File: config.mk
export PLATFORM = sky130hd
export DESIGN_NAME = holiday_date_classifier
export DESIGN_NICKNAME = d
export VERILOG_FILES = /design/src/rtl/core/hdc_pkg.sv /design/src/rtl/core/holiday_date_classifier.sv /design/src/rtl/core/hdc_computus.sv /design/src/rtl/core/hdc_weekday.sv
export SDC_FILE = /design/constraint.sdc
export NUM_CORES = 1
export LEC_CHECK = 0
export ABC_AREA = 1
export BUFFER_PORTS_ARGS = -buffer_cell sky130_fd_sc_hd__buf_2
export CAP_MARGIN = 20
export CORE_AREA = 5 5 344 211
export DETAILED_ROUTE_END_ITERATION = 6
export DIE_AREA = 0 0 349 216
export SYNTH_ARGS = -nofsm -noshare
export SYNTH_HDL_FRONTEND = slang
export SYNTH_SLANG_ARGS = --single-unit
File: constraint.sdc
create_clock -name clk -period 17.75 [get_ports clk]
set_input_delay 3.55 -clock clk [delete_from_list [all_inputs] [get_ports clk]]
set_output_delay 3.55 -clock clk [all_outputs]
set_load 0.02 [all_outputs]
File: src/rtl/core/hdc_pkg.sv
// Shared types, field widths and holiday codes for the holiday date classifier.
// No dependencies; every other file of the block imports this package.
package hdc_pkg;

	// Field widths
	localparam int YEAR_W   = 14;
	localparam int MONTH_W  = 4;
	localparam int DAY_W    = 5;
	localparam int CODE_W   = 4;
	localparam int EMONTH_W = 3;
	localparam int CENT_W   = 8;   // year / 100 for any 14-bit year
	localparam int YY_W     = 7;   // year % 100

	// Supported Gregorian year range
	localparam logic [YEAR_W-1:0] YEAR_MIN = 14'd1583;
	localparam logic [YEAR_W-1:0] YEAR_MAX = 14'd9999;

	// Months
	localparam logic [MONTH_W-1:0] MON_JAN = 4'd1;
	localparam logic [MONTH_W-1:0] MON_FEB = 4'd2;
	localparam logic [MONTH_W-1:0] MON_MAR = 4'd3;
	localparam logic [MONTH_W-1:0] MON_APR = 4'd4;
	localparam logic [MONTH_W-1:0] MON_JUN = 4'd6;
	localparam logic [MONTH_W-1:0] MON_OCT = 4'd10;
	localparam logic [MONTH_W-1:0] MON_DEC = 4'd12;

	localparam logic [EMONTH_W-1:0] EMON_MAR = 3'd3;
	localparam logic [EMONTH_W-1:0] EMON_APR = 3'd4;

	// Holiday codes
	localparam logic [CODE_W-1:0] HC_NONE     = 4'd0;
	localparam logic [CODE_W-1:0] HC_FEB14    = 4'd1;
	localparam logic [CODE_W-1:0] HC_MAR8     = 4'd2;
	localparam logic [CODE_W-1:0] HC_APR22    = 4'd3;
	localparam logic [CODE_W-1:0] HC_JUN19    = 4'd4;
	localparam logic [CODE_W-1:0] HC_OCT31    = 4'd5;
	localparam logic [CODE_W-1:0] HC_DEC25    = 4'd6;
	localparam logic [CODE_W-1:0] HC_MLK      = 4'd7;
	localparam logic [CODE_W-1:0] HC_INDIGENS = 4'd8;
	localparam logic [CODE_W-1:0] HC_EASTER   = 4'd9;

	typedef struct packed {
		logic [YEAR_W-1:0]  year;
		logic [MONTH_W-1:0] month;
		logic [DAY_W-1:0]   day;
	} hdc_date_t;

	typedef struct packed {
		logic [CODE_W-1:0]   holiday_code;
		logic [EMONTH_W-1:0] easter_month;
		logic [DAY_W-1:0]    easter_day;
		logic                range_error;
	} hdc_result_t;

	// Century and year-of-century split, shared by computus and weekday logic
	typedef struct packed {
		logic [CENT_W-1:0] cent;
		logic [YY_W-1:0]   yy;
	} hdc_split_t;

	typedef struct packed {
		logic [EMONTH_W-1:0] month;
		logic [DAY_W-1:0]    day;
	} hdc_easter_t;

	// Day of month of the floating Monday holidays
	typedef struct packed {
		logic [DAY_W-1:0] mlk_day;
		logic [DAY_W-1:0] idp_day;
	} hdc_mondays_t;

endpackage

File: src/rtl/core/holiday_date_classifier.sv
// Holiday date classifier.
// A date is transferred in at a rising edge where start is high and busy is
// low. busy stays low: the pipeline takes a new date in every cycle.
// The result for that date is on result for exactly one cycle, marked by
// done, once the date has passed all the register stages below (the result is
// taken at the edge that ends the done pulse). Results leave in the order
// the dates came in, one per cycle at full rate.
// The pipeline has ten register stages: nine of the Easter computus
// (one stage of reciprocal products for /100 and /19, seven more for the
// /25, /3, /30 and /7 reductions and the sums between them, and one that
// splits t into month and day) and a final compare stage for the code.
// result.easter_month/easter_day give Easter Sunday of the year;
// result.range_error flags a year outside 1583..9999 and forces the code
// to none. Month and day are not range checked.
// Reset clears the valid bits of all stages, so no done follows a reset
// until a new date is transferred. The receiver cannot stall the block, and
// there is no back-pressure path.
// Depends on hdc_pkg, hdc_computus and hdc_weekday.
module holiday_date_classifier import hdc_pkg::*; (
	input  logic        clk,
	input  logic        arst_n,
	input  logic        start,
	output logic        busy,
	input  hdc_date_t   date,
	output logic        done,
	output hdc_result_t result
);

	localparam int PIPE_DEPTH = 10;
	localparam int TAG_DEPTH  = 9;

	typedef struct packed {
		logic [MONTH_W-1:0] month;
		logic [DAY_W-1:0]   day;
		logic               bad;
	} hdc_tag_t;

	logic [PIPE_DEPTH-1:0] vld_q;
	hdc_tag_t              tag_q [TAG_DEPTH];
	hdc_split_t            split;
	hdc_easter_t           easter;
	hdc_mondays_t          mondays;
	hdc_result_t           result_s10;
	logic [CODE_W-1:0]     code;
	logic                  accept;

	assign busy   = 1'b0;
	assign accept = start && !busy;

	// Advance the valid bits with the data
	always_ff @(posedge clk or negedge arst_n) begin
		if (!arst_n) begin
			vld_q <= '0;
		end else begin
			vld_q <= {vld_q[PIPE_DEPTH-2:0], accept};
		end
	end

	// Carry month, day and the range flag down to the compare stage
	always_ff @(posedge clk) begin
		tag_q[0].month <= date.month;
		tag_q[0].day   <= date.day;
		tag_q[0].bad   <= (date.year < YEAR_MIN) || (date.year > YEAR_MAX);
		for (int n = 1; n < TAG_DEPTH; n++) begin
			tag_q[n] <= tag_q[n-1];
		end
	end

	hdc_computus u_computus (
		.clk    (clk),
		.year   (date.year),
		.split  (split),
		.easter (easter)
	);

	hdc_weekday u_weekday (
		.clk     (clk),
		.split   (split),
		.mondays (mondays)
	);

	// Try the rules in order; the first match wins
	always_comb begin
		priority if (tag_q[TAG_DEPTH-1].bad) begin
			code = HC_NONE;
		end else if (tag_q[TAG_DEPTH-1].month == MON_FEB && tag_q[TAG_DEPTH-1].day == 5'd14) begin
			code = HC_FEB14;
		end else if (tag_q[TAG_DEPTH-1].month == MON_MAR && tag_q[TAG_DEPTH-1].day == 5'd8) begin
			code = HC_MAR8;
		end else if (tag_q[TAG_DEPTH-1].month == MON_APR && tag_q[TAG_DEPTH-1].day == 5'd22) begin
			code = HC_APR22;
		end else if (tag_q[TAG_DEPTH-1].month == MON_JUN && tag_q[TAG_DEPTH-1].day == 5'd19) begin
			code = HC_JUN19;
		end else if (tag_q[TAG_DEPTH-1].month == MON_OCT && tag_q[TAG_DEPTH-1].day == 5'd31) begin
			code = HC_OCT31;
		end else if (tag_q[TAG_DEPTH-1].month == MON_DEC && tag_q[TAG_DEPTH-1].day == 5'd25) begin
			code = HC_DEC25;
		end else if (tag_q[TAG_DEPTH-1].month == MON_JAN
				&& tag_q[TAG_DEPTH-1].day == mondays.mlk_day) begin
			code = HC_MLK;
		end else if (tag_q[TAG_DEPTH-1].month == MON_OCT
				&& tag_q[TAG_DEPTH-1].day == mondays.idp_day) begin
			code = HC_INDIGENS;
		end else if (tag_q[TAG_DEPTH-1].month == MONTH_W'(easter.month)
				&& tag_q[TAG_DEPTH-1].day == easter.day) begin
			code = HC_EASTER;
		end else begin
			code = HC_NONE;
		end
	end

	// Stage 10: register the result
	always_ff @(posedge clk) begin
		result_s10.holiday_code <= code;
		result_s10.easter_month <= easter.month;
		result_s10.easter_day   <= easter.day;
		result_s10.range_error  <= tag_q[TAG_DEPTH-1].bad;
	end

	assign done   = vld_q[PIPE_DEPTH-1];
	assign result = result_s10;

`ifndef SYNTHESIS
	a_latency: assert property (@(posedge clk) disable iff (!arst_n)
		start && !busy |-> ##10 done)
		else $error("transfer not followed by a result after ten cycles");

	a_range_code: assert property (@(posedge clk) disable iff (!arst_n)
		done && result.range_error |-> result.holiday_code == HC_NONE)
		else $error("holiday code set for a year out of range");

	a_easter_month: assert property (@(posedge clk) disable iff (!arst_n)
		done |-> (result.easter_month == EMON_MAR || result.easter_month == EMON_APR))
		else $error("Easter month outside March and April");

	a_easter_april: assert property (@(posedge clk) disable iff (!arst_n)
		done && result.easter_month == EMON_APR |-> result.easter_day <= 5'd26)
		else $error("Easter day in April past the computus bound");
`endif

endmodule

File: src/rtl/core/hdc_computus.sv
// Pipelined Easter computus (anonymous Gregorian method), nine register stages.
// Depends on hdc_pkg; also exports the century / year-of-century split at stage 2.
module hdc_computus import hdc_pkg::*; (
	input  logic              clk,
	input  logic [YEAR_W-1:0] year,
	output hdc_split_t        split,
	output hdc_easter_t       easter
);

	// Reciprocals for the constant divisions; each is exact over its input range
	localparam logic [12:0] RCP100 = 13'd5243;   // /100, shift 19
	localparam logic [15:0] RCP19  = 16'd55189;  // /19,  shift 20
	localparam logic [5:0]  RCP25  = 6'd41;      // /25,  shift 10
	localparam logic [7:0]  RCP3   = 8'd171;     // /3,   shift 9
	localparam logic [9:0]  RCP30  = 10'd547;    // /30,  shift 14
	localparam logic [7:0]  RCP7   = 8'd147;     // /7,   shift 10
	localparam logic [8:0]  M_LIMIT   = 9'd451;
	localparam logic [7:0]  T_APRIL   = 8'd124;  // t / 31 becomes 4 from here
	localparam logic [7:0]  T_OFS_APR = 8'd123;  // t % 31 + 1 in April
	localparam logic [7:0]  T_OFS_MAR = 8'd92;   // t % 31 + 1 in March

	logic [YEAR_W-1:0] year_s1;
	logic [CENT_W-1:0] q100_s1;
	logic [9:0]        q19_s1;

	logic [4:0]        a_s2, a_s3, a_s4, a_s5, a_s6, a_s7;
	logic [CENT_W-1:0] b_s2, b_s3;
	logic [YY_W-1:0]   c_s2, c_s3, c_s4, c_s5;
	logic [2:0]        f_s2;
	logic [5:0]        g_s3;
	logic [1:0]        e_s4, e_s5;
	logic [9:0]        hsum_s4, hsum_s5;
	logic [4:0]        q30_s5;
	logic [4:0]        h_s6, h_s7;
	logic [6:0]        lsum_s6, lsum_s7;
	logic [3:0]        ql_s7;
	logic [7:0]        t_s8;
	hdc_easter_t       easter_s9;

	logic [26:0] p100;
	logic [29:0] p19;
	logic [12:0] p25;
	logic [YEAR_W-1:0] rem19, rem100;
	logic [7:0]  gx;
	logic [14:0] p3;
	logic [9:0]  hsum_w;
	logic [18:0] p30;
	logic [9:0]  h_w;
	logic [7:0]  lsum_w;
	logic [13:0] p7;
	logic [6:0]  l_w;
	logic [8:0]  msum;
	logic [7:0]  t_w;

	// Stage 1: reciprocal products for /100 and /19
	always_comb begin
		p100 = 27'(year) * 27'(RCP100);
		p19  = 30'(year) * 30'(RCP19);
	end

	always_ff @(posedge clk) begin
		year_s1 <= year;
		q100_s1 <= p100[26:19];
		q19_s1  <= p19[29:20];
	end

	// Stage 2: remainders and f = (b + 8) / 25
	always_comb begin
		rem19  = year_s1 - 14'(q19_s1) * 14'd19;
		rem100 = year_s1 - 14'(q100_s1) * 14'd100;
		p25    = (13'(q100_s1) + 13'd8) * 13'(RCP25);
	end

	always_ff @(posedge clk) begin
		a_s2 <= rem19[4:0];
		b_s2 <= q100_s1;
		c_s2 <= rem100[YY_W-1:0];
		f_s2 <= p25[12:10];
	end

	// Stage 3: g = (b - f + 1) / 3
	always_comb begin
		gx = b_s2 - 8'(f_s2) + 8'd1;
		p3 = 15'(gx) * 15'(RCP3);
	end

	always_ff @(posedge clk) begin
		g_s3 <= p3[14:9];
		a_s3 <= a_s2;
		b_s3 <= b_s2;
		c_s3 <= c_s2;
	end

	// Stage 4: sum ahead of the mod-30 reduction
	always_comb begin
		hsum_w = 10'(a_s3) * 10'd19 + 10'(b_s3) + 10'd15 - 10'(b_s3[7:2]) - 10'(g_s3);
	end

	always_ff @(posedge clk) begin
		hsum_s4 <= hsum_w;
		a_s4    <= a_s3;
		c_s4    <= c_s3;
		e_s4    <= b_s3[1:0];
	end

	// Stage 5: quotient by 30
	always_comb begin
		p30 = 19'(hsum_s4) * 19'(RCP30);
	end

	always_ff @(posedge clk) begin
		q30_s5  <= p30[18:14];
		hsum_s5 <= hsum_s4;
		a_s5    <= a_s4;
		c_s5    <= c_s4;
		e_s5    <= e_s4;
	end

	// Stage 6: h, then the sum ahead of the mod-7 reduction
	always_comb begin
		h_w    = hsum_s5 - 10'(q30_s5) * 10'd30;
		lsum_w = 8'd32 + 8'({e_s5, 1'b0}) + 8'({c_s5[6:2], 1'b0})
			- 8'(h_w[4:0]) - 8'(c_s5[1:0]);
	end

	always_ff @(posedge clk) begin
		h_s6    <= h_w[4:0];
		lsum_s6 <= lsum_w[6:0];
		a_s6    <= a_s5;
	end

	// Stage 7: quotient by 7
	always_comb begin
		p7 = 14'(lsum_s6) * 14'(RCP7);
	end

	always_ff @(posedge clk) begin
		ql_s7   <= p7[13:10];
		lsum_s7 <= lsum_s6;
		h_s7    <= h_s6;
		a_s7    <= a_s6;
	end

	// Stage 8: l, the m correction and t
	always_comb begin
		l_w  = lsum_s7 - 7'(ql_s7) * 7'd7;
		msum = 9'(a_s7) + 9'(h_s7) * 9'd11 + 9'(l_w[2:0]) * 9'd22;
		t_w  = 8'(h_s7) + 8'(l_w[2:0]) + 8'd114 - ((msum >= M_LIMIT) ? 8'd7 : 8'd0);
	end

	always_ff @(posedge clk) begin
		t_s8 <= t_w;
	end

	// Stage 9: split t into month and day
	always_ff @(posedge clk) begin
		if (t_s8 >= T_APRIL) begin
			easter_s9.month <= EMON_APR;
			easter_s9.day   <= DAY_W'(t_s8 - T_OFS_APR);
		end else begin
			easter_s9.month <= EMON_MAR;
			easter_s9.day   <= DAY_W'(t_s8 - T_OFS_MAR);
		end
	end

	assign split  = '{cent: b_s2, yy: c_s2};
	assign easter = easter_s9;

endmodule

File: src/rtl/core/hdc_weekday.sv
// Zeller weekday pipeline giving the third Monday of January and second of October.
// Depends on hdc_pkg; takes the stage-2 year split and delivers at stage 9.
module hdc_weekday import hdc_pkg::*; (
	input  logic         clk,
	input  hdc_split_t   split,
	output hdc_mondays_t mondays
);

	localparam logic [10:0] RCP7 = 11'd1171;   // /7, shift 13

	// Days from the first of the month to its first Monday, by Zeller code
	function automatic logic [2:0] monday_offset(input logic [2:0] hz);
		logic [2:0] off;
		unique case (hz)
			3'd0:    off = 3'd2;
			3'd1:    off = 3'd1;
			3'd2:    off = 3'd0;
			3'd3:    off = 3'd6;
			3'd4:    off = 3'd5;
			3'd5:    off = 3'd4;
			3'd6:    off = 3'd3;
			default: off = 3'd0;
		endcase
		return off;
	endfunction

	logic [9:0]   so_s3, sj_s3, so_s4, sj_s4;
	logic [7:0]   qo_s4, qj_s4;
	hdc_mondays_t mon_s5, mon_s6, mon_s7, mon_s8, mon_s9;

	logic [YY_W-1:0]   kp;
	logic [CENT_W-1:0] jp;
	logic [20:0]       po, pj;
	logic [9:0]        ro, rj;

	// Stage 3: Zeller sums; January counts as month 13 of the previous year
	always_comb begin
		if (split.yy == '0) begin
			kp = 7'd99;
			jp = split.cent - 8'd1;
		end else begin
			kp = split.yy - 7'd1;
			jp = split.cent;
		end
	end

	always_ff @(posedge clk) begin
		so_s3 <= 10'd29 + 10'(split.yy) + 10'(split.yy[6:2]) + 10'(split.cent[7:2])
			+ 10'(split.cent) * 10'd5;
		sj_s3 <= 10'd37 + 10'(kp) + 10'(kp[6:2]) + 10'(jp[7:2]) + 10'(jp) * 10'd5;
	end

	// Stage 4: quotients by 7
	always_comb begin
		po = 21'(so_s3) * 21'(RCP7);
		pj = 21'(sj_s3) * 21'(RCP7);
	end

	always_ff @(posedge clk) begin
		qo_s4 <= po[20:13];
		qj_s4 <= pj[20:13];
		so_s4 <= so_s3;
		sj_s4 <= sj_s3;
	end

	// Stage 5: weekday codes and Monday dates
	always_comb begin
		ro = so_s4 - 10'(qo_s4) * 10'd7;
		rj = sj_s4 - 10'(qj_s4) * 10'd7;
	end

	always_ff @(posedge clk) begin
		mon_s5.mlk_day <= 5'd15 + 5'(monday_offset(rj[2:0]));
		mon_s5.idp_day <= 5'd8 + 5'(monday_offset(ro[2:0]));
	end

	// Stages 6 to 9: hold alongside the computus
	always_ff @(posedge clk) begin
		mon_s6 <= mon_s5;
		mon_s7 <= mon_s6;
		mon_s8 <= mon_s7;
		mon_s9 <= mon_s8;
	end

	assign mondays = mon_s9;

endmodule
# After elaboration in Yosys (flattened, before gate mapping)
# Memory sizes are Yosys's and may differ from the RTL's.
# Index checks and enable logic that the tools add are counted.
# Widths: inputs -> output; s select.
# classes
n_addsub	36
n_mul	19
order_cmp	4
n_eq_ne	27
muxes	15
reduce_logical	16
# ops
operator	count
$mul 10x11->21 const B	2
$pmux 3 s6	2
$mul 14x16->30 const B	1
$mul 14x13->27 const B	1
$add 10x10->10	2
$add 10x5->10	2
$add 10x6->10	2
$eq 5x5->1 const B	4
$mul 8x3->10 const B	2
$sub 10x6->10	2
$mul 10x10->19 const B	1
$eq 3x3->1 const B	6
$mul 8x3->3 const B	2
$mux 8	2
$eq 5x5->1	3
$mul 8x8->15 const B	1
$mux 3	5
$gt 14x14->1 const B	1
$lt 14x11->1 const B	1
$mul 7x8->14 const B	1
$mul 13x6->13 const B	1
$add 10x4->10 const B	1
$add 10x8->10	1
$add 4x3->5 const A	2
other kinds (48)	69
# totals
register_bits	287
ramBits	90
in_bits	26
word_cells	172
n_memories	1
# memory_table
name	depth	width	read_ports	rd_ports_with_merged_regs	wr	line	rtl
tag_q	9	10	9	0	9	holiday_date_classifier.sv:39	hdc_tag_t tag_q [TAG_DEPTH];

# Logic depth before layout (Yosys ltp)
# An unclocked memory read counts as a cell.
# depth
word_depth	12
ltp_mapped	38
mapped_depth_nobuf	38

# Hierarchy
# From an unflattened synthesis, not the netlist that was laid out.
# unflattened
hier_cells	3048
area_unflattened_um2	28243.3
# modules_own_cells
mod	instances	cells_each	area_each_um2	seq_area_each_um2
hdc_computus	1	2050	18491.5	3283.1
hdc_weekday	1	764	6857.8	1441.4
holiday_date_classifier	1	234	2894.0	2312.2

# Least setup slack after synthesis
# OpenSTA, ideal clock, no wires.
# synth_timing
path_type	in2reg
startpoint	in date[20] in the netlist's numbering
endpoint	reg u_computus.q19_s1[4]
arrival_time_ps	7538
required_ps	17638
path_slack_ps	10100
path_stages	16
n_path_buf	0
cell_sequence	fa_1 inv_1 fa_1 fa_1 inv_1 fa_1 fa_1 ha_1 ha_1 nand2_1 nor3_1 nand3_1 nor2_1 nor2_1 nand3_1 nand2_1
# synth_via
elab_chain_cells	1
# synth_lines
item	line	rtl
start, declared	holiday_date_classifier.sv:24	input hdc_date_t date,
$mul 14x16->30	hdc_computus.sv:58	p19 = 30'(year) * 30'(RCP19);
via u_computus.p19[24]	hdc_computus.sv:41	logic [29:0] p19;
end signal, assigned	hdc_computus.sv:64	q19_s1 <= p19[29:20];
end, declared	hdc_computus.sv:24	logic [9:0] q19_s1;
# The timed path passes the listed nets, and every way through them passes these cells.
# A chain may end at the register's enable or synchronous reset.

# Worst setup path after layout
# layout_timing
startpoint	in date[21] in the netlist's numbering
endpoint	reg u_computus.q19_s1[4]
# Same word-level chain as after synthesis.

==> run_summary.xml <==
<?xml version="1.0" encoding="UTF-8"?>
<metrics>
  <group name="setup_path">
    <metric name="crit_chain" unit="">buf_2, fa_1, inv_1, fa_1, fa_1, inv_1, fa_1, fa_1, ha_1, ha_1, nand2_1, nor3_1, nand3_1, nor2_1, nor2_1, nand3_1, nand2_1</metric>
    <metric name="timing.critical_path.slowest_stage_cell" unit="">fa_1</metric>
    <metric name="worstReg2RegStart" unit="">u_computus.ql_s7[0]</metric>
    <metric name="ws_path_type" unit="">input pin to flop</metric>
    <metric name="kind_of_cell_adding_the_most_delay_to_the_critical_path" unit="">adder cells</metric>
    <metric name="crit_start" unit="">date[21]</metric>
    <metric name="slowest_delay" unit="ns">0.62</metric>
    <metric name="worst-endpoint-required" unit="ns">18.20</metric>
    <metric name="start_kind" unit="">input pin</metric>
    <metric name="crit_end" unit="">u_computus.q19_s1[4]</metric>
    <metric name="critical_path_arrival" unit="ns">8.15</metric>
    <metric name="cp.depth" unit="">17</metric>
    <metric name="critPathMaxFanout" unit="">11</metric>
    <metric name="r2r_setup_slack" unit="ns">10.61</metric>
    <metric name="reg2reg_to" unit="">u_computus.t_s8[5]</metric>
    <metric name="worstSetupEndpointType" unit="">flop</metric>
    <metric name="timing.reg2reg.worst_path_depth" unit="">34</metric>
    <metric name="path_common_cell" unit="">fa_1</metric>
    <metric name="worst-path-buf-inv" unit="">3</metric>
  </group>
  <group name="sta">
    <metric name="setup_viol" unit="">0</metric>
    <metric name="final-max-slew-violation-count" unit="">0</metric>
    <metric name="clock.fmax" unit="MHz">129.9</metric>
    <metric name="setup_skew" unit="ns">0.02486</metric>
    <metric name="setup-tns-final" unit="ns">0</metric>
    <metric name="slew-limit-headroom" unit="">0.3522</metric>
    <metric name="finalHoldViolCount" unit="">0</metric>
    <metric name="fin_crit" unit="ns">7.700</metric>
    <metric name="post-route-period-util" unit="">0.4338</metric>
    <metric name="slew_worst_pin" unit="ns">0.9615</metric>
    <metric name="unrepaired_setup_endpoints_after_global_routing" unit="">no</metric>
    <metric name="fin_hold_ws" unit="ns">0.3180</metric>
  </group>
  <group name="layout">
    <metric name="n_antenna_cell" unit="">0</metric>
    <metric name="design_area" unit="sq um">30450</metric>
    <metric name="finalNetCount" unit="">3936</metric>
    <metric name="drive_above_1_share" unit="">0.04045</metric>
    <metric name="area.growth.synth_to_final" unit="%">8.870</metric>
  </group>
  <group name="clocking">
    <metric name="htree_num_levels" unit="">2</metric>
    <metric name="cts_setup_buffers" unit="">0</metric>
    <metric name="number_of_buffers_created_by_cts" unit="">37</metric>
    <metric name="number_of_buffers_on_the_longest_clock_path" unit="">3</metric>
    <metric name="cts_hold_buf" unit="">0</metric>
    <metric name="cts.sinks" unit="">348</metric>
    <metric name="cts_root_buf" unit="">clkbuf_16</metric>
    <metric name="clock_latency" unit="ns">0.55</metric>
    <metric name="post_cts_resized" unit="">0</metric>
    <metric name="tritoncts_clock_tree" unit="">done</metric>
    <metric name="clk_transition_reported_paths" unit="ns">0.06</metric>
  </group>
  <group name="yosys">
    <metric name="synth_area" unit="sq um">27970</metric>
    <metric name="gate_count_after_technology_mapping" unit="">2992</metric>
    <metric name="synth.area.top_cells" unit="">ha_1 26%, dfxtp_1 24%, fa_1 19%</metric>
    <metric name="seq_area_frac_synth" unit="">0.2509</metric>
    <metric name="postSynthNetCount" unit="">3865</metric>
    <metric name="ys.warnings.count" unit="">0</metric>
    <metric name="synth.top_cell.area_share" unit="">0.2630</metric>
    <metric name="synth.ff_latch_count" unit="">348</metric>
    <metric name="post_synth.cell_area_avg" unit="sq um">9.348</metric>
    <metric name="synthDominantAreaCellType" unit="">ha_1</metric>
    <metric name="synth.lib_cells_used.distinct" unit="">51</metric>
    <metric name="asyncSetResetFlopFracSynth" unit="">0.02874</metric>
    <metric name="postSynth.topFlopCell" unit="">dfxtp_1</metric>
    <metric name="number_of_enable_type_register_cells_in_the_synthesized_netlist" unit="">0</metric>
  </group>
  <group name="floorplanning">
    <metric name="start_util" unit="">0.4050</metric>
    <metric name="floorplan.core_area" unit="sq um">69070</metric>
    <metric name="die_y" unit="microns">216</metric>
    <metric name="num_rows" unit="">75</metric>
    <metric name="io_pins" unit="">41</metric>
    <metric name="die_width" unit="microns">349</metric>
    <metric name="die_area" unit="sq um">75380</metric>
  </group>
  <group name="drt">
    <metric name="postRouteAntennaNets" unit="">0</metric>
    <metric name="wirelength" unit="microns">55360</metric>
    <metric name="remaining_drc_errors" unit="">0</metric>
    <metric name="routedWlPerCell" unit="microns">13.79</metric>
    <metric name="detailedRoute.firstPassIterationCount" unit="">5</metric>
    <metric name="num_vias" unit="">18380</metric>
    <metric name="post_drt_via_cell_ratio" unit="">4.580</metric>
    <metric name="detail_route.iter0.violations" unit="">1043</metric>
  </group>
  <group name="place">
    <metric name="port_buffers" unit="">39</metric>
    <metric name="place.gp.congestion" unit="">0.9395</metric>
    <metric name="detailedPlacementHpwl" unit="microns">47780</metric>
    <metric name="placedInstanceArea" unit="sq um">29280</metric>
  </group>
  <group name="global_route">
    <metric name="first_global_vias" unit="">18460</metric>
    <metric name="grt_overflow" unit="">0</metric>
    <metric name="global_route_wire_length_before_repair" unit="microns">95180</metric>
    <metric name="grt_antenna_before_repair" unit="">1</metric>
    <metric name="grt_max_degree" unit="">15</metric>
    <metric name="groute.usage.overall" unit="">0.1547</metric>
  </group>
  <group name="status">
    <metric name="run_status" unit="">finished, final reports clean</metric>
  </group>
  <group name="hold_path">
    <metric name="min_delay_startpoint" unit="">u_computus.a_s2[1]</metric>
    <metric name="hold_path.class" unit="">flop to flop</metric>
  </group>
  <group name="flow_run">
    <metric name="maximum_capacitance_violations" unit="">0</metric>
  </group>
</metrics>
cell type report:
type | instances | area [sq um]
fill | 6751 | 38610
clock inverter | 17 | 160.2
clock buffer | 49 | 1012
sequential | 348 | 7017
multi-input combinational | 1909 | 18180
inverter | 728 | 2735
timing repair buffer | 39 | 195.2
tap | 924 | 1156
cell usage after synthesis (all sizes together) (10+ instances only):
library cell / number
inv: 728
ha: 588
nand2: 365
dfxtp: 338
fa: 259
a21oi: 125
nor2: 117
nand3: 91
xor2: 89
o21ai: 62
xnor2: 59
nand4: 38
nor3: 24
a21o: 23
dfrtp: 10
placed cells by master, fill, tap and decap left out, types with 9 or more instances in the layout:
cell type  Yosys  layout
inv_1        725     725
ha_1         588     588
nand2_1      358     358
dfxtp_1      338     338
fa_1         259     259
a21oi_1      125     125
nor2_1       112     112
nand3_1       88      88
xor2_1        88      88
o21ai_0       62      62
xnor2_1       58      58
buf_2          1      39
nand4_1       38      38
clkbuf_16      0      38
nor3_1        24      24
a21o_1        23      23
dfrtp_1       10      10
clkbuf_1       3       9
metal layers:
metal / vias up / track usage / share of wire
met4: 0 / 0.02150 / 0.010
met2: 369 / 0.1939 / 0.34
li1: 9560 / - / -
met5: - / 0 / 0
met1: 8410 / 0.2534 / 0.57
met3: 45 / 0.05161 / 0.086
stage by stage:
stage,util,std cells,setup slack (ns)
final,0.4409,4014,10.05
after global routing,0.4409,4014,9.816
after CTS,0.4409,4014,10.13
after detailed placement,0.4239,3948,9.525
after global placement,0.4239,3948,9.524
after floorplan,-,2992,10.10
sequential cells by signal, summed over array words and instances (netlist names), 10 cells and up:
name	count
tag_q	90
result	12
u_computus.hsum_s4	10
u_weekday.sj_s3	10
u_weekday.so_s3	10
vld_q	10
how the worst min path moves through the flow:
stage | end | cells after the start
after detailed placement | tag_q[0][18] | 0
after floorplan | tag_q[0][10] | 0
after global routing | u_weekday.mon_s6[7] | 0
after CTS | u_computus.a_s3[1] | 0
final | u_computus.a_s3[1] | 0
after global placement | u_computus.c_s4[3] | 0
kinds of logic (layout without fill, tap and decap cells):
| kind of cell | Yosys count | after routing | synth area share |
|---|---|---|---|
| xor gates and xnor gates | 148 | 148 | 0.04688 |
| DFF | 348 | 348 | 0.2509 |
| and+or+nand+nor | 658 | 658 | 0.1025 |
| AOI/OAI and AO/OA | 255 | 255 | 0.05189 |
| buffers and inverters | 735 | 833 | 0.09931 |
| other | 1 | 1 | 0.0001341 |
| adders and majority gates | 847 | 847 | 0.4484 |
Power is not shown: default switching activity piles up to over one toggle a cycle in this logic, so the estimate is an artifact.
